--- src/rtl/core/dfg_pkg.sv ---
// Shared types, codes and constants for the decaying field grid.
// No dependencies; every other file in rtl/core uses it by scoped names.
`default_nettype none

package dfg_pkg;

    localparam int MAX_COLUMNS_DEF = 128;
    localparam int MAX_ROWS_DEF    = 128;

    localparam int ACTION_W   = 3;
    localparam int COORD_W    = 8;
    localparam int CELL_W     = 8;
    localparam int DIM_W      = 8;
    localparam int RATE_W     = 12;
    localparam int FRAC_W     = 4;
    localparam int CFG_IDX_W  = 2;
    localparam int CFG_DATA_W = 12;

    localparam logic [DIM_W-1:0]  GRID_WIDTH_RST  = 8'd128;
    localparam logic [DIM_W-1:0]  GRID_HEIGHT_RST = 8'd128;
    localparam logic [RATE_W-1:0] DECAY_RATE_RST  = 12'd16;
    localparam logic [CELL_W-1:0] CELL_MAX        = 8'hFF;

    typedef enum logic [ACTION_W-1:0] {
        ACT_EMIT  = 3'd0,
        ACT_READ  = 3'd1,
        ACT_WRITE = 3'd2,
        ACT_CLEAR = 3'd3,
        ACT_DECAY = 3'd4
    } action_e;

    typedef enum logic [CFG_IDX_W-1:0] {
        CFG_GRID_WIDTH  = 2'd0,
        CFG_GRID_HEIGHT = 2'd1,
        CFG_DECAY_RATE  = 2'd2
    } cfg_index_e;

    typedef enum logic [1:0] {
        ALU_ZERO    = 2'd0,
        ALU_ADD_SAT = 2'd1,
        ALU_DECAY   = 2'd2
    } alu_op_e;

    typedef enum logic [2:0] {
        ST_INIT      = 3'd0,
        ST_IDLE      = 3'd1,
        ST_SETUP     = 3'd2,
        ST_SWEEP     = 3'd3,
        ST_DRAIN     = 3'd4,
        ST_READ_WAIT = 3'd5,
        ST_FINISH    = 3'd6
    } state_e;

    typedef struct packed {
        logic [DIM_W-1:0]  grid_width;
        logic [DIM_W-1:0]  grid_height;
        logic [RATE_W-1:0] decay_rate;
    } cfg_t;

    typedef struct packed {
        logic [ACTION_W-1:0] action;
        logic [COORD_W-1:0]  pos_x;
        logic [COORD_W-1:0]  pos_y;
        logic [COORD_W-1:0]  reach;
        logic [CELL_W-1:0]   level;
    } item_t;

    typedef struct packed {
        logic              rd_en;
        logic              wr_en;
        alu_op_e           alu_op;
        logic [CELL_W-1:0] operand;
    } unit_ctl_t;

    typedef struct packed {
        logic              valid;
        logic [CELL_W-1:0] value;
    } res_t;

endpackage

`default_nettype wire

--- src/rtl/core/dfg_alu.sv ---
// Shared cell update unit: saturating add, fixed-point decay, or zero.
// Depends on dfg_pkg for the operation codes and widths.
`default_nettype none

module dfg_alu (
    input  wire dfg_pkg::alu_op_e           op,
    input  wire logic [dfg_pkg::CELL_W-1:0] cell_value,
    input  wire logic [dfg_pkg::CELL_W-1:0] operand,
    input  wire logic [dfg_pkg::RATE_W-1:0] rate,
    output logic      [dfg_pkg::CELL_W-1:0] result
);

    logic [dfg_pkg::CELL_W:0]   sum;
    logic [dfg_pkg::RATE_W-1:0] scaled;
    logic [dfg_pkg::RATE_W-1:0] diff;

    always_comb
    begin
        sum    = {1'b0, cell_value} + {1'b0, operand};
        // cell in 8.4 fixed point; clamp at zero, then drop the fraction
        scaled = {cell_value, {dfg_pkg::FRAC_W{1'b0}}};
        diff   = (scaled > rate) ? (scaled - rate) : '0;
        case (op)
            dfg_pkg::ALU_ADD_SAT: result = sum[dfg_pkg::CELL_W] ? dfg_pkg::CELL_MAX
                                                                : sum[dfg_pkg::CELL_W-1:0];
            dfg_pkg::ALU_DECAY:   result = diff[dfg_pkg::RATE_W-1:dfg_pkg::FRAC_W];
            dfg_pkg::ALU_ZERO:    result = '0;
            default:              result = '0;
        endcase
    end

endmodule

`default_nettype wire

--- config.mk ---
export PLATFORM = sky130hd
export DESIGN_NAME = dfg_alu
export DESIGN_NICKNAME = d
export VERILOG_FILES = /design/src/rtl/core/dfg_pkg.sv /design/src/rtl/core/dfg_alu.sv
export SDC_FILE = /design/constraint.sdc
export NUM_CORES = 1
export LEC_CHECK = 0
export BUFFER_PORTS_ARGS = -buffer_cell sky130_fd_sc_hd__buf_2
export CAP_MARGIN = 20
export CORE_ASPECT_RATIO = 1.1
export CORE_MARGIN = 1
export CORE_UTILIZATION = 35
export DETAILED_ROUTE_END_ITERATION = 16
export PLACE_DENSITY_LB_ADDON = 0.08
export RECOVER_POWER = 25
export SLEW_MARGIN = 20
export SYNTH_ARGS = -nofsm -noshare
export SYNTH_HDL_FRONTEND = slang
export SYNTH_SLANG_ARGS = --single-unit
--- constraint.sdc ---
create_clock -name vclk -period 3.1
set_clock_uncertainty 0.15 [all_clocks]
set_input_delay 0.62 -clock vclk [all_inputs]
set_output_delay 0.62 -clock vclk [all_outputs]
set_load 0.02 [all_outputs]
* Yosys cells after proc, flatten, opt, wreduce, memory -nomap -nowiden
Index checks and enable logic that the tools add are counted.
** Cells by class
- Add/subtract/negate cells :: 2
- Order comparisons :: 1
- Eq/ne operators :: 2
- Muxes and demuxes :: 3
** Operators by type and width (number)
- one-hot mux 8 bit (2 select lines) :: 1
- > comparator 12 bit :: 1
- 2-to-1 mux 12 bit :: 1
- subtractor 12 bit :: 1
- adder 8 x 8 -> 9 bit :: 1
- 2-to-1 mux 8 bit :: 1
- equality test 2 x 1 -> 1 bit, second input constant :: 1
- equality test 2 bit, second input constant :: 1
** Storage, ports and cells
- Register bits after elaboration :: 0
- Bits of input ports :: 30
- Output and inout port bits :: 8
- Word-level logic and storage cells :: 8

* Longest topological paths before layout
- Word-level depth :: 3
- Mapped depth :: 8
- Depth with buffers taken out :: 8

* Least setup slack after synthesis
OpenSTA, ideal clock, no wires.
- Kind :: input port to output port
- Start :: in rate[5] in the netlist's numbering
- End :: out result[7] in the netlist's numbering
- Arrival time :: 2.451 ns
- Required time :: 2.330 ns
- Slack :: -0.121 ns
- Cell stages on the path :: 8
- Path buffers :: 0
- Cells stage by stage :: inv_1 > ha_1 > and2_1 > a211o_4 > a21oi_2 > o21ai_1 > xnor2_1 > o32ai_1
** Between the ends
- Word-level cells in the longest chain between the ends :: 3
- Elaborated cells between the ends (all ways) :: 4
- Those cells by class :: add/sub (1); order compare (1); mux (2)
** Ends and longest elaborated chain
- start: declaration :: line dfg_alu.sv:9 : input wire logic [dfg_pkg::RATE_W-1:0] rate,
- subtractor 12 bit or > comparator 12 bit (tied branches) :: line dfg_alu.sv:22 : diff = (scaled > rate) ? (scaled - rate) : '0;
- 2-to-1 mux 12 bit (*) :: line dfg_alu.sv:22
- one-hot mux 8 bit (2 select lines) (*) :: line dfg_alu.sv:23 : case (op)
- end: declaration :: line dfg_alu.sv:10 : output logic [dfg_pkg::CELL_W-1:0] result
Mark *: on every way between the ends. The rest lies on a longest branch, timed or not.

* Worst setup path after layout
- Start :: in cell_value[0] in the netlist's numbering
- End :: out result[7] in the netlist's numbering
** Between the ends
- Word-level cells in the longest chain between the ends :: 3
- Elaborated cells between the ends (all ways) :: 6
- Those cells by class :: add/sub (2); order compare (1); mux (3)
** Ends and longest elaborated chain
- start: declaration :: line dfg_alu.sv:7 : input wire logic [dfg_pkg::CELL_W-1:0] cell_value,
- subtractor 12 bit (tied with other cells) :: line dfg_alu.sv:22
- 2-to-1 mux 12 bit or 2-to-1 mux 8 bit (tied branches) :: line dfg_alu.sv:22, dfg_alu.sv:24
- one-hot mux 8 bit (2 select lines) (*) :: line dfg_alu.sv:23
Marks and branches as above.

==> metrics <==
# setup viols final 8; Tightest Hold Check Type primary input to primary output; Crit path arrival time 2550 ps; mapped cell area 915 µm²; DR iter-0 viols 19; Tcrit/Tclk final 107%; routed wl met2 1450 µm; GR Overflow Total 0; PD cells 197 nW/µm²; area of the core 2500 µm²; total chip power 0.000313 W; Top Layer Used met3; Worst Setup End Kind primary output; crit-path max FO 3; Final min period 3320 ps; area leader, netlist ha_1; failing checks negative setup slack; pre-CTS setup slack -390 ps; synth unique cells 39; IO Count 38; detailed placement HPWL 2380 µm; Peak Freq 301 MHz; pin count of the biggest net entering global routing 10; leakage power 0.772 nW; first-pass GRT wire length 4690 µm; DRC Markers 0; Crit Path Category primary input to primary output; Total Nets Final 245; Via Count 1153; vias per std cell 5.12; total die area 2820 µm²; vias in the first global route 1103; initial antenna violation count 0; Layout area overhead 74.3%; ant diodes 0; WL final 2800 µm; RD Place Congestion 0.841; layout cells sized above 1 51.5%; Worst-Margin Slew 359 ps; area of the multi-input gates 1030 µm²; CP Launch Point cell_value[0]; die height 55.6 µm; WL/cell 12.4 µm; register area 0 µm²; largest cells by area after synthesis ha_1 25%, a21oi_1 7.7%, o21ai_0 4.9%, inv_1 4.9%, xnor2_1 4.8%; Syn Inst Count 126; IO buf count 38; met3 routed WL 62 µm; # clk buffers 0; top cell type's share of synthesized area 24.6%; Net Count, Synth 175; Total GRT Usage 20.5%; Final WS setup -217 ps; worst endpoint required time 2330 ps; RSZ-0062 raised after global routing yes; Critical Path Source Type primary input; Slew headroom 75.8%; Hold Path Depth 5; FFs & Latches 0; wl on met1 1290 µm; cell row count 19; YS warnings 0; Die X-Extent 50.7 µm; Max VDD drop 0.136 mV; Hold Fails Final Rpt 0; post-route ant nets 0; crit path capture result[7]; drt pass-1 iters 4; Mean Syn Cell Area 7.26 µm²; status finished, violations left; Seq/Total Area, Yosys 0%; Layout fillers 241; Max Slew Vio Count 0; initial core utilization 36.6%; max_cap viols 0
## area by class of cell
type                       instances  area share, %
multi-input combinational        113           64.8
timing repair buffer              69           30.0
inverter                          12           2.83
tap                               31           2.43
## stage by stage
step                area [µm²]  hold slack (ps)  util [%]  cells  setup TNS, ps
floorplan                  976             1440         -    126          -42.6
global placement          1430             1630      57.3    223          -1980
detailed placement        1430             1670      57.3    223          -2360
CTS                       1480             1670      59.4    224           -945
global route              1590             1710      63.9    225          -1690
finish                    1590             1630      63.9    225          -1100
## how the worst min path moves through the flow
stage	end	slack, ps	from
after detailed placement	result[0]	1670	operand[0]
after floorplan	result[0]	1440	rate[1]
after CTS	result[0]	1670	operand[0]
final	result[0]	1630	operand[0]
after global placement	result[0]	1630	operand[0]
after global routing	result[0]	1710	operand[0]
## Yosys cell counts, types with 4 or more instances
cell      count
ha_1         18
a21oi_1      14
inv_1        12
nor2_1       11
o21ai_0       9
nand2_1       7
a211oi_1      5
xnor2_1       5
a21o_1        4
nor3_1        4
xor2_1        4
## worst max-delay path, cell delays in order
cell      delay [ps]
buf_8            100
ha_4             160
fa_2             340
a21o_1           200
a221oi_2         350
nand2_1          100
mux2_4           290
nor3_4           120
o32ai_2          100
buf_4            170
## layout by cell type (no fill, tap or decap), types with 2 or more instances in the layout
cell type	n
o21ai_1	7
nor2_1	9
nand2_1	7
o21ai_2	2
a21o_1	4
o32ai_2	3
and3_1	2
ha_4	3
xor2_1	4
buf_4	38
ha_1	15
inv_1	12
buf_2	27
nor2_2	2
xnor2_1	5
nor3_1	3
o21ai_0	2
a21oi_4	2
nand3_1	2
and2_4	2
a21oi_1	12
buf_6	2
a211oi_1	4
## layer usage
layer	vias to the layer above	track usage (%)
met2	18	38.3
met4	0	0.794
met1	524	27.3
met3	0	0
li1	611	-
met5	-	0
## kinds of logic (layout without fill, tap and decap cells)
family          Yosys count  count (layout)  share of synthesized area [%]
fa+ha+maj                19              19                           26.8
xor+xnor                  9               9                           8.62
buf+inv                  13              81                           5.33
compound gates           45              45                           33.9
mux                       1               1                           1.23
simple gates             39              39                           24.1
## timing repair
| action | 4_1_cts | 5_1_grt |
|---|---|---|
| hold buffers | 0 | 0 |
| endpoints found under the setup margin | 8 | 8 |
| gates resized for setup | 19 | 23 |
| pin swaps | 11 | 12 |
| buffers inserted | 1 | 1 |
## power breakdown
group	internal, W	switching, W
clock	0	0
combinational	0.000161	0.000152
sequential	0	0
total	0.000161	0.000152
Power figures use the tool's default switching activity.
