File: src/rtl/core/dfg_pkg.sv
// Shared types, codes and constants for the decaying field grid.
// No dependencies; every other file in rtl/core uses it by scoped names.
`default_nettype none

package dfg_pkg;

    localparam int MAX_COLUMNS_DEF = 128;
    localparam int MAX_ROWS_DEF    = 128;

    localparam int ACTION_W   = 3;
    localparam int COORD_W    = 8;
    localparam int CELL_W     = 8;
    localparam int DIM_W      = 8;
    localparam int RATE_W     = 12;
    localparam int FRAC_W     = 4;
    localparam int CFG_IDX_W  = 2;
    localparam int CFG_DATA_W = 12;

    localparam logic [DIM_W-1:0]  GRID_WIDTH_RST  = 8'd128;
    localparam logic [DIM_W-1:0]  GRID_HEIGHT_RST = 8'd128;
    localparam logic [RATE_W-1:0] DECAY_RATE_RST  = 12'd16;
    localparam logic [CELL_W-1:0] CELL_MAX        = 8'hFF;

    typedef enum logic [ACTION_W-1:0] {
        ACT_EMIT  = 3'd0,
        ACT_READ  = 3'd1,
        ACT_WRITE = 3'd2,
        ACT_CLEAR = 3'd3,
        ACT_DECAY = 3'd4
    } action_e;

    typedef enum logic [CFG_IDX_W-1:0] {
        CFG_GRID_WIDTH  = 2'd0,
        CFG_GRID_HEIGHT = 2'd1,
        CFG_DECAY_RATE  = 2'd2
    } cfg_index_e;

    typedef enum logic [1:0] {
        ALU_ZERO    = 2'd0,
        ALU_ADD_SAT = 2'd1,
        ALU_DECAY   = 2'd2
    } alu_op_e;

    typedef enum logic [2:0] {
        ST_INIT      = 3'd0,
        ST_IDLE      = 3'd1,
        ST_SETUP     = 3'd2,
        ST_SWEEP     = 3'd3,
        ST_DRAIN     = 3'd4,
        ST_READ_WAIT = 3'd5,
        ST_FINISH    = 3'd6
    } state_e;

    typedef struct packed {
        logic [DIM_W-1:0]  grid_width;
        logic [DIM_W-1:0]  grid_height;
        logic [RATE_W-1:0] decay_rate;
    } cfg_t;

    typedef struct packed {
        logic [ACTION_W-1:0] action;
        logic [COORD_W-1:0]  pos_x;
        logic [COORD_W-1:0]  pos_y;
        logic [COORD_W-1:0]  reach;
        logic [CELL_W-1:0]   level;
    } item_t;

    typedef struct packed {
        logic              rd_en;
        logic              wr_en;
        alu_op_e           alu_op;
        logic [CELL_W-1:0] operand;
    } unit_ctl_t;

    typedef struct packed {
        logic              valid;
        logic [CELL_W-1:0] value;
    } res_t;

endpackage

`default_nettype wire

File: src/rtl/core/dfg_seq.sv
// Sequencer: startup clearing pass, region bounds, cell sweep with a
// read-modify-write pipeline, single-cell read and write. Depends on dfg_pkg.
`default_nettype none

module dfg_seq #(
    parameter int MAX_COLUMNS = dfg_pkg::MAX_COLUMNS_DEF,
    parameter int MAX_ROWS    = dfg_pkg::MAX_ROWS_DEF,
    localparam int COL_W      = (MAX_COLUMNS > 1) ? $clog2(MAX_COLUMNS) : 1,
    localparam int ROW_W      = (MAX_ROWS > 1) ? $clog2(MAX_ROWS) : 1,
    localparam int AW         = COL_W + ROW_W
) (
    input  wire logic                       clk,
    input  wire logic                       rst_n,
    input  wire logic                       cmd_valid,
    input  wire dfg_pkg::item_t             cmd_item,
    output logic                            cmd_ready,
    input  wire dfg_pkg::cfg_t              cfg,
    output dfg_pkg::unit_ctl_t              ctl,
    output logic      [AW-1:0]              rd_addr,
    output logic      [AW-1:0]              wr_addr,
    output logic      [dfg_pkg::CELL_W-1:0] wr_data,
    input  wire logic [dfg_pkg::CELL_W-1:0] mem_rdata,
    input  wire logic [dfg_pkg::CELL_W-1:0] alu_result,
    input  wire logic                       fin_ok,
    output dfg_pkg::res_t                   fin
);

    localparam int BW = dfg_pkg::COORD_W + 1;

    dfg_pkg::state_e state_reg, state_next;
    dfg_pkg::item_t  item_reg, item_next;

    logic [BW-1:0]                x1_reg, x1_next;
    logic [BW-1:0]                y0_reg, y0_next;
    logic [BW-1:0]                y1_reg, y1_next;
    logic [dfg_pkg::COORD_W-1:0]  i_reg, i_next;
    logic [dfg_pkg::COORD_W-1:0]  j_reg, j_next;
    logic                         wr_pend_reg, wr_pend_next;
    logic [AW-1:0]                wr_addr_reg, wr_addr_next;
    logic [AW-1:0]                init_cnt_reg, init_cnt_next;
    logic [dfg_pkg::CELL_W-1:0]   res_reg, res_next;

    logic [BW-1:0] cols, rows;
    logic [BW-1:0] xz, yz, rz, xs, ys;
    logic [BW-1:0] xlo, xhi, ylo, yhi;
    logic          in_grid, region_empty, is_sweep;
    logic          row_end, col_end;

    function automatic logic [AW-1:0] cell_addr(
        input logic [dfg_pkg::COORD_W-1:0] cx,
        input logic [dfg_pkg::COORD_W-1:0] cy
    );
        return {cx[COL_W-1:0], cy[ROW_W-1:0]};
    endfunction

    // grid in use and region bounds for the held item
    always_comb
    begin
        cols = ({1'b0, cfg.grid_width} < BW'(MAX_COLUMNS)) ? {1'b0, cfg.grid_width}
                                                          : BW'(MAX_COLUMNS);
        rows = ({1'b0, cfg.grid_height} < BW'(MAX_ROWS)) ? {1'b0, cfg.grid_height}
                                                        : BW'(MAX_ROWS);
        xz = {1'b0, item_reg.pos_x};
        yz = {1'b0, item_reg.pos_y};
        rz = {1'b0, item_reg.reach};
        xs = xz + rz;
        ys = yz + rz;
        in_grid = (xz < cols) && (yz < rows);
        is_sweep = 1'b1;
        case (item_reg.action)
            dfg_pkg::ACT_EMIT:
            begin
                xlo = (xz >= rz) ? (xz - rz) : '0;
                ylo = (yz >= rz) ? (yz - rz) : '0;
                xhi = (xs < cols) ? xs : cols;
                yhi = (ys < rows) ? ys : rows;
            end
            dfg_pkg::ACT_CLEAR, dfg_pkg::ACT_DECAY:
            begin
                xlo = '0;
                ylo = '0;
                xhi = cols;
                yhi = rows;
            end
            default:
            begin
                xlo = '0;
                ylo = '0;
                xhi = '0;
                yhi = '0;
                is_sweep = 1'b0;
            end
        endcase
        region_empty = (xlo >= xhi) || (ylo >= yhi);
        row_end = (({1'b0, j_reg} + BW'(1)) == y1_reg);
        col_end = (({1'b0, i_reg} + BW'(1)) == x1_reg);
    end

    // next state
    always_comb
    begin
        state_next = state_reg;
        case (state_reg)
            dfg_pkg::ST_INIT:
                if (init_cnt_reg == '1)
                begin
                    state_next = dfg_pkg::ST_IDLE;
                end
            dfg_pkg::ST_IDLE:
                if (cmd_valid)
                begin
                    state_next = dfg_pkg::ST_SETUP;
                end
            dfg_pkg::ST_SETUP:
                if (is_sweep && !region_empty)
                begin
                    state_next = dfg_pkg::ST_SWEEP;
                end
                else if ((item_reg.action == dfg_pkg::ACT_READ) && in_grid)
                begin
                    state_next = dfg_pkg::ST_READ_WAIT;
                end
                else
                begin
                    state_next = dfg_pkg::ST_FINISH;
                end
            dfg_pkg::ST_SWEEP:
                if (row_end && col_end)
                begin
                    state_next = dfg_pkg::ST_DRAIN;
                end
            dfg_pkg::ST_DRAIN:
                state_next = dfg_pkg::ST_FINISH;
            dfg_pkg::ST_READ_WAIT:
                state_next = dfg_pkg::ST_FINISH;
            dfg_pkg::ST_FINISH:
                if (fin_ok)
                begin
                    state_next = dfg_pkg::ST_IDLE;
                end
            default:
                state_next = dfg_pkg::ST_IDLE;
        endcase
    end

    // outputs toward memory, update unit and response side
    always_comb
    begin
        cmd_ready   = 1'b0;
        ctl.rd_en   = 1'b0;
        ctl.wr_en   = 1'b0;
        ctl.operand = item_reg.level;
        case (item_reg.action)
            dfg_pkg::ACT_EMIT:  ctl.alu_op = dfg_pkg::ALU_ADD_SAT;
            dfg_pkg::ACT_DECAY: ctl.alu_op = dfg_pkg::ALU_DECAY;
            default:            ctl.alu_op = dfg_pkg::ALU_ZERO;
        endcase
        rd_addr   = cell_addr(i_reg, j_reg);
        wr_addr   = wr_addr_reg;
        wr_data   = alu_result;
        fin.valid = 1'b0;
        fin.value = res_reg;
        case (state_reg)
            dfg_pkg::ST_INIT:
            begin
                ctl.wr_en = 1'b1;
                wr_addr   = init_cnt_reg;
                wr_data   = '0;
            end
            dfg_pkg::ST_IDLE:
                cmd_ready = 1'b1;
            dfg_pkg::ST_SETUP:
            begin
                rd_addr = cell_addr(item_reg.pos_x, item_reg.pos_y);
                wr_addr = cell_addr(item_reg.pos_x, item_reg.pos_y);
                wr_data = item_reg.level;
                ctl.rd_en = (item_reg.action == dfg_pkg::ACT_READ) && in_grid;
                ctl.wr_en = (item_reg.action == dfg_pkg::ACT_WRITE) && in_grid;
            end
            dfg_pkg::ST_SWEEP:
            begin
                ctl.rd_en = 1'b1;
                ctl.wr_en = wr_pend_reg;
            end
            dfg_pkg::ST_DRAIN:
                ctl.wr_en = wr_pend_reg;
            dfg_pkg::ST_FINISH:
                fin.valid = 1'b1;
            default:
                cmd_ready = 1'b0;
        endcase
    end

    // datapath registers
    always_comb
    begin
        item_next     = item_reg;
        x1_next       = x1_reg;
        y0_next       = y0_reg;
        y1_next       = y1_reg;
        i_next        = i_reg;
        j_next        = j_reg;
        wr_pend_next  = 1'b0;
        wr_addr_next  = wr_addr_reg;
        init_cnt_next = init_cnt_reg;
        res_next      = res_reg;
        case (state_reg)
            dfg_pkg::ST_INIT:
                init_cnt_next = init_cnt_reg + AW'(1);
            dfg_pkg::ST_IDLE:
                if (cmd_valid)
                begin
                    item_next = cmd_item;
                end
            dfg_pkg::ST_SETUP:
            begin
                x1_next  = xhi;
                y0_next  = ylo;
                y1_next  = yhi;
                i_next   = xlo[dfg_pkg::COORD_W-1:0];
                j_next   = ylo[dfg_pkg::COORD_W-1:0];
                res_next = '0;
            end
            dfg_pkg::ST_SWEEP:
            begin
                // read this cell now, write it back next cycle
                wr_pend_next = 1'b1;
                wr_addr_next = cell_addr(i_reg, j_reg);
                if (row_end)
                begin
                    j_next = y0_reg[dfg_pkg::COORD_W-1:0];
                    i_next = i_reg + 8'd1;
                end
                else
                begin
                    j_next = j_reg + 8'd1;
                end
            end
            dfg_pkg::ST_READ_WAIT:
                res_next = mem_rdata;
            default:
                wr_pend_next = 1'b0;
        endcase
    end

    always_ff @(posedge clk or negedge rst_n)
    begin
        if (!rst_n)
        begin
            state_reg    <= dfg_pkg::ST_INIT;
            init_cnt_reg <= '0;
            wr_pend_reg  <= 1'b0;
        end
        else
        begin
            state_reg    <= state_next;
            init_cnt_reg <= init_cnt_next;
            wr_pend_reg  <= wr_pend_next;
        end
    end

    always_ff @(posedge clk)
    begin
        item_reg    <= item_next;
        x1_reg      <= x1_next;
        y0_reg      <= y0_next;
        y1_reg      <= y1_next;
        i_reg       <= i_next;
        j_reg       <= j_next;
        wr_addr_reg <= wr_addr_next;
        res_reg     <= res_next;
    end

endmodule

`default_nettype wire
File: config.mk
export PLATFORM = sky130hd
export DESIGN_NAME = dfg_seq
export DESIGN_NICKNAME = d
export VERILOG_FILES = /design/src/rtl/core/dfg_pkg.sv /design/src/rtl/core/dfg_seq.sv
export SDC_FILE = /design/constraint.sdc
export NUM_CORES = 1
export LEC_CHECK = 0
export ABC_AREA = 1
export BUFFER_PORTS_ARGS = -buffer_cell sky130_fd_sc_hd__buf_2
export CAP_MARGIN = 20
export CELL_PAD_IN_SITES_DETAIL_PLACEMENT = 1
export CELL_PAD_IN_SITES_GLOBAL_PLACEMENT = 2
export CORE_AREA = 2 2 171 173
export CTS_CLUSTER_DIAMETER = 150
export CTS_CLUSTER_SIZE = 40
export DETAILED_ROUTE_END_ITERATION = 12
export DIE_AREA = 0 0 173 175
export PLACE_DENSITY_LB_ADDON = 0.1
export SKIP_LAST_GASP = 1
export SYNTH_ARGS = -nofsm -noshare
export SYNTH_HDL_FRONTEND = slang
export SYNTH_SLANG_ARGS = --single-unit
File: constraint.sdc
create_clock -name clk -period 3.8 [get_ports clk]
set_input_delay 0.38 -clock clk [delete_from_list [all_inputs] [get_ports clk]]
set_output_delay 0.38 -clock clk [all_outputs]
set_load 0.005 [all_outputs]
[After elaboration in Yosys (flattened, before gate mapping)]
Cells that the tools add are included.
Operators by class
  add/subtract/negate cells: 9
  magnitude comparators: 10
  equal/unequal tests: 18
  muxes and demuxes: 32
  reductions and logical operators: 18
Operator list (number)
  8-bit one-hot mux with 2 select lines: 4
  9-bit 2-to-1 mux: 6
  9-bit one-hot mux with 2 select lines: 2
  8-bit 2-to-1 mux: 4
  14-bit one-hot mux with 2 select lines: 1
  8-bit by 1-bit adder with 9-bit output (second input constant): 2
  8-bit by 8-bit adder with 9-bit output: 2
  9-bit == test: 2
  9-bit greater-or-equal comparator: 2
  9-bit by 8-bit < comparator with 1-bit output: 2
  3-bit one-hot mux with 6 select lines: 1
  8-bit by 8-bit subtractor with 9-bit output: 2
  8-bit by 1-bit adder with 8-bit output (second input constant): 2
  8-bit greater-or-equal comparator: 2
  8-bit < comparator: 2
  8-bit < comparator (second input constant): 2
  3-bit 2-to-1 mux: 5
  14-bit by 1-bit adder with 14-bit output (second input constant): 1
  14-bit == test (second input constant): 1
  14-bit 2-to-1 mux: 1
  3-bit by 2-bit == test with 1-bit output (second input constant): 4
  3-bit == test (second input constant): 4
  2-bit inequality test (second input constant): 5
  3-bit by 1-bit == test with 1-bit output (second input constant): 2
  other kinds (14): 26
Storage, ports and cells
  bits in registers: 117
  output and inout port bits: 58
  word-level logic and storage cells: 102

[Depth between registers and ports, before layout]
  depth in word-level cells: 11
  gate-level depth with buffers: 35
  mapped depth without buffers: 34

[Worst setup path before layout]
Ideal clock, no wire load.
  path type: reg-to-reg
  start point: register item_reg[9] (netlist name)
  end point: register state_reg[0]
  setup time: 65 ps
  data arrival time: 3666 ps
  required time: 3735 ps
  slack: 69 ps
  cell stages (with the launch flop): 34
  buffers on the path: 1
  cell sequence: edfxtp_1 inv_1 ha_1 inv_1 nand3_1 nand2_1 xor2_1 inv_1 ha_1 nand2_1 nor2_1 o21ai_1 nand3_1 nand2_1 nand2_1 nand2_1 nand2_1 nand2_1 buf_6 nand3_1 nand2_1 nor2_1 nor2_1 ha_1 a21oi_1 o21a_1 nand2_1 nor2_1 nand3_1 nand2_1 nand2_1 nand2_1 nand3_1 nand2_1
On the way
  cells in the longest elaborated chain, start to end: 10
  elaborated cells on any way between the ends: 23
  those cells by class: add/sub (4); order compare (6); mux (10); reduce/logical (3)
Ends and longest elaborated chain
  start, declared: line dfg_seq.sv:31  | dfg_pkg::item_t item_reg, item_next;
  start signal, assigned: line dfg_seq.sv:264  | item_reg <= item_next;
  8-bit by 8-bit adder with 9-bit output (on tied branches): line dfg_seq.sv:66, dfg_seq.sv:67
  9-bit by 8-bit < comparator with 1-bit output (on tied branches): line dfg_seq.sv:75, dfg_seq.sv:76
  9-bit 2-to-1 mux (on tied branches): line dfg_seq.sv:75, dfg_seq.sv:76
  9-bit one-hot mux with 2 select lines: line dfg_seq.sv:70  | case (item_reg.action)
  9-bit greater-or-equal comparator: line dfg_seq.sv:94  | region_empty = (xlo >= xhi) || (ylo >= yhi);
  1-bit logical OR (*): line dfg_seq.sv:94
  1-bit logical NOT (*): line dfg_seq.sv:115  | if (is_sweep && !region_empty)
  1-bit logical AND (*): line dfg_seq.sv:115
  3-bit 2-to-1 mux (*): line dfg_seq.sv:115
  3-bit one-hot mux with 6 select lines (*): line dfg_seq.sv:103  | case (state_reg)
  end signal, assigned: line dfg_seq.sv:250  | state_reg <= dfg_pkg::ST_INIT;
  end signal, assigned: line dfg_seq.sv:256  | state_reg <= state_next;
  end, declared: line dfg_seq.sv:30  | dfg_pkg::state_e state_reg, state_next;
Mark *: on every way between the ends. The rest lies on a longest branch, timed or not.
A chain may end at the register's enable or synchronous reset.

[Final worst setup path]
  start point: register item_reg[8] (netlist name)
  end point: register state_reg[0]
The elaborated chain is that of the path after synthesis.

==> results.md <==
- Failing checks: setup timing
- Area Growth Syn to Fin: 35.6%
- Synthesized area per cell: 8.00 sq um
- GR Overflow Total: 0
- P_leak: 5.77 nW
- CTS H-tree lvls: 4
- Vias per inst: 4.67
- Cell area after layout: 0.0118 sq mm
- Hold path cells: 1
- CTS sink cnt: 117
- Pre-CTS setup slack: -0.698 ns
- Port bufs: 128
- Initial Util: a little under a third
- Worst Setup End Kind: flop
- CP Max Fanout: 6
- Pin count of the biggest net entering global routing: 36
- Post-synth top area share: 34.1%
- GP Congestion: 0.863
- Nets: between 1,500 and 2,000
- Remaining antenna violation count: 0
- Fmax: ~250 MHz
- Period utilization: 107%
- Flops & latches, synth: 117
- Worst Hold Class: input pin to flop
- First-pass GRT wire length: 49,000 um
- Largest register FFs: 27
- Clk Latency, worst-skew pair: 0.44 ns
- Slew @ Worst Pin: a little under 0.8 ns
- Fin. max-slew vios: 0
- Worst Path Arrival: 4.39 ns
- Antenna violations before repair: 4
- Reg2reg path depth: 33
- Post-synth top cells: nand2_1 (275), inv_1 (159), nor2_1 (107)
- Detail Placement HPWL: 25,600 um
- Boundary Pins: 141
- DR iter-0 viols: 315
- Setup slack after layout: -0.279 ns
- RSZ-0062 raised after global routing: yes
- TritonCTS clock tree: done
- Via count: 8,226
- Final setup vio count: 2
- Int Power: approximately 2.5 mW
- Final hold vios: 0
- CP Class: flop to flop
- Clock skew: 0.0183 ns
- Max-cap violations: 0
- Count leader, synth: nand2_1
- Ys Warns: 0
- Layout cells sized above 1: 29.6%
- Fin crit period: 4.08 ns
- Synth top area cells: edfxtp_1 (34%), nand2_1 (12%), ha_1 (12%)
- Max VDD drop: 0.279 mV
- Die area: 0.0303 sq mm
- Worst setup SP type: flop
- Comb pwr share: 5.9%
- Post-synthesis sequential area ratio: 39.3%
- Netlist Area Pre-Place: 0.00871 sq mm
- Relative slew slack: 47.6%
- Area leader, netlist: edfxtp_1
- Post-synth EDFFs: 99
- Asr flop ratio synth: 15.4%
- Area after DPL: 0.0107 sq mm
- Placement Rows: 62
- Distinct cells, synth: 48
- Status: finished, violations left
- Pwr/cell area: around 270 mW/mm^2
- Root Buffer: clkbuf_16
- Drt wl/cell: 17.9 um
- NetSw: 719 uW
- CTS max path bufs: 2
- DR pass1 iterations: 5
- Total CTS buffers: 17
- DRC: 0
- Core area: 0.0284 sq mm
- WL final: 31,500 um
- Switching share of total power: about 22%
- Crit path top cell by count: nand2_1
- DIE HEIGHT: 175 um
- Flop pwr share: 43.0%
- Clock-pin slew on the worst setup and hold paths: 0.06 ns
- Vias in the first global route: 8,583
- CP max-delay cell: edfxtp_1
- Clock power share: 51.1%
- R2R Setup Slk: -0.28 ns
- Die width: 173 um
- Syn Inst Count: 1,089
- GRT Resource Usage Total: between 20% and 30%
- CP max stage delay: 0.38 ns
- Top_reg_cell synth: edfxtp_1
- CP required: 4.11 ns
-- metal layers --
| metal | wire length [um] | up-vias | track usage [%] |
|---|---|---|---|
| li1 | - | 4102 | - |
| met1 | 15100 | 3928 | 28.8 |
| met2 | 14700 | 173 | 34.9 |
| met3 | 1420 | 21 | 4.57 |
| met4 | 316 | 2 | 4.84 |
| met5 | 13 | - | 0 |
-- worst paths after layout --
check	from	end
max in group asynchronous	rst_n	state_reg[2]$_DFFE_PN0P_
min	cmd_item[31]	item_reg[31]$_DFFE_PP_
min in group asynchronous	rst_n	init_cnt_reg[1]$_DFFE_PN0N_
max	item_reg[8]$_DFFE_PP_	state_reg[0]$_DFFE_PN0P_
max reg2reg	item_reg[8]$_DFFE_PP_	state_reg[0]$_DFFE_PN0P_
min reg2reg	j_reg[6]$_DFFE_PP_	wr_addr_reg[6]$_DFFE_PP_
-- final cells by class --
class | count | area, sq um
Multi-Input combinational cell | 780 | 4830
Clock inverter | 8 | 67.6
Timing Repair Buffer | 281 | 1860
Sequential cell | 117 | 3420
Tap cell | 384 | 480
Inverter | 164 | 618
Fill cell | 3483 | 16600
Antenna cell | 4 | 10.0
Clock buffer | 24 | 526
-- per-stage QoR --
stage / utilization (%) / TNS [ns] / hold WS [ns] / instances / power, mW
6_report: 41.6 / -0.501 / 0.116 / 1762 / 3.22
5_1_grt: 41.6 / -1.20 / 0.0974 / 1758 / 3.32
3_3_place_gp: 37.7 / -1.05 / 0.356 / 1705 / 1.57
2_1_floorplan: - / 0 / 0.0844 / 1091 / 1.48
3_5_place_dp: 37.7 / -1.33 / 0.352 / 1705 / 1.58
4_1_cts: 40.8 / -0.770 / 0.0967 / 1751 / 3.24
-- cells in the final DEF (no fill, tap or decap), types with 4 or more instances in the layout --
| cell type | instances |
|---|---|
| nor2_1 | 100 |
| nand3_1 | 69 |
| ha_4 | 7 |
| buf_2 | 128 |
| buf_4 | 144 |
| nand4_1 | 14 |
| o21ai_0 | 28 |
| a31oi_1 | 4 |
| dfrtp_1 | 18 |
| nor3_1 | 15 |
| inv_2 | 9 |
| conb_1 | 4 |
| buf_6 | 4 |
| edfxtp_1 | 99 |
| nor2_4 | 7 |
| ha_1 | 74 |
| nand2_2 | 27 |
| o21ai_2 | 6 |
| nor2_2 | 5 |
| o211ai_1 | 10 |
| o21ai_1 | 9 |
| a21oi_1 | 34 |
| nand2_1 | 260 |
| xnor2_1 | 4 |
| a22o_1 | 8 |
| nand3b_1 | 6 |
| inv_1 | 151 |
| o21bai_1 | 14 |
| nand3_2 | 11 |
| a21oi_2 | 8 |
| clkbuf_16 | 21 |
| xor2_1 | 28 |
| xor2_2 | 4 |
| diode_2 | 4 |
| clkinv_2 | 6 |
-- power groups by stage --
| stage | clock network [mW] | logic, mW | registers [mW] |
|---|---|---|---|
| detailed placement | 0 | 0.169 | 1.41 |
| finish | 1.64 | 0.190 | 1.38 |
| global route | 1.73 | 0.214 | 1.38 |
| floorplan | 0 | 0.0726 | 1.41 |
| CTS | 1.67 | 0.181 | 1.38 |
| global placement | 0 | 0.166 | 1.41 |
-- timing repair --
action,CTS,global route
pin swaps,21,48
endpoints found under the setup margin,2,2
gates resized for setup,44,37
gates cloned,0,1
hold buffers,1,0
hold endpoints to repair,18,0
setup buffers,13,7
-- cell families after synthesis --
family / Yosys count / share of synthesized area [%]
simple gates: 523 / 26.1
buf+inv: 194 / 9.06
compound gates: 131 / 9.11
flops: 117 / 39.3
fa+ha+maj: 85 / 12.6
xor+xnor: 37 / 3.81
other cells: 2 / 0.0862
-- worst max-delay path, delay by kind of cell, from the launching register on --
family | cells | cell delay, ns
buffers and inverters | 4 | 0.42
DFF | 1 | 0.38
xor gates and xnor gates | 1 | 0.08
adders and majority gates | 4 | 1.11
and+or+nand+nor | 21 | 1.66
AOI/OAI and AO/OA | 3 | 0.30
Note: power is estimated with default switching activity, not from simulation.
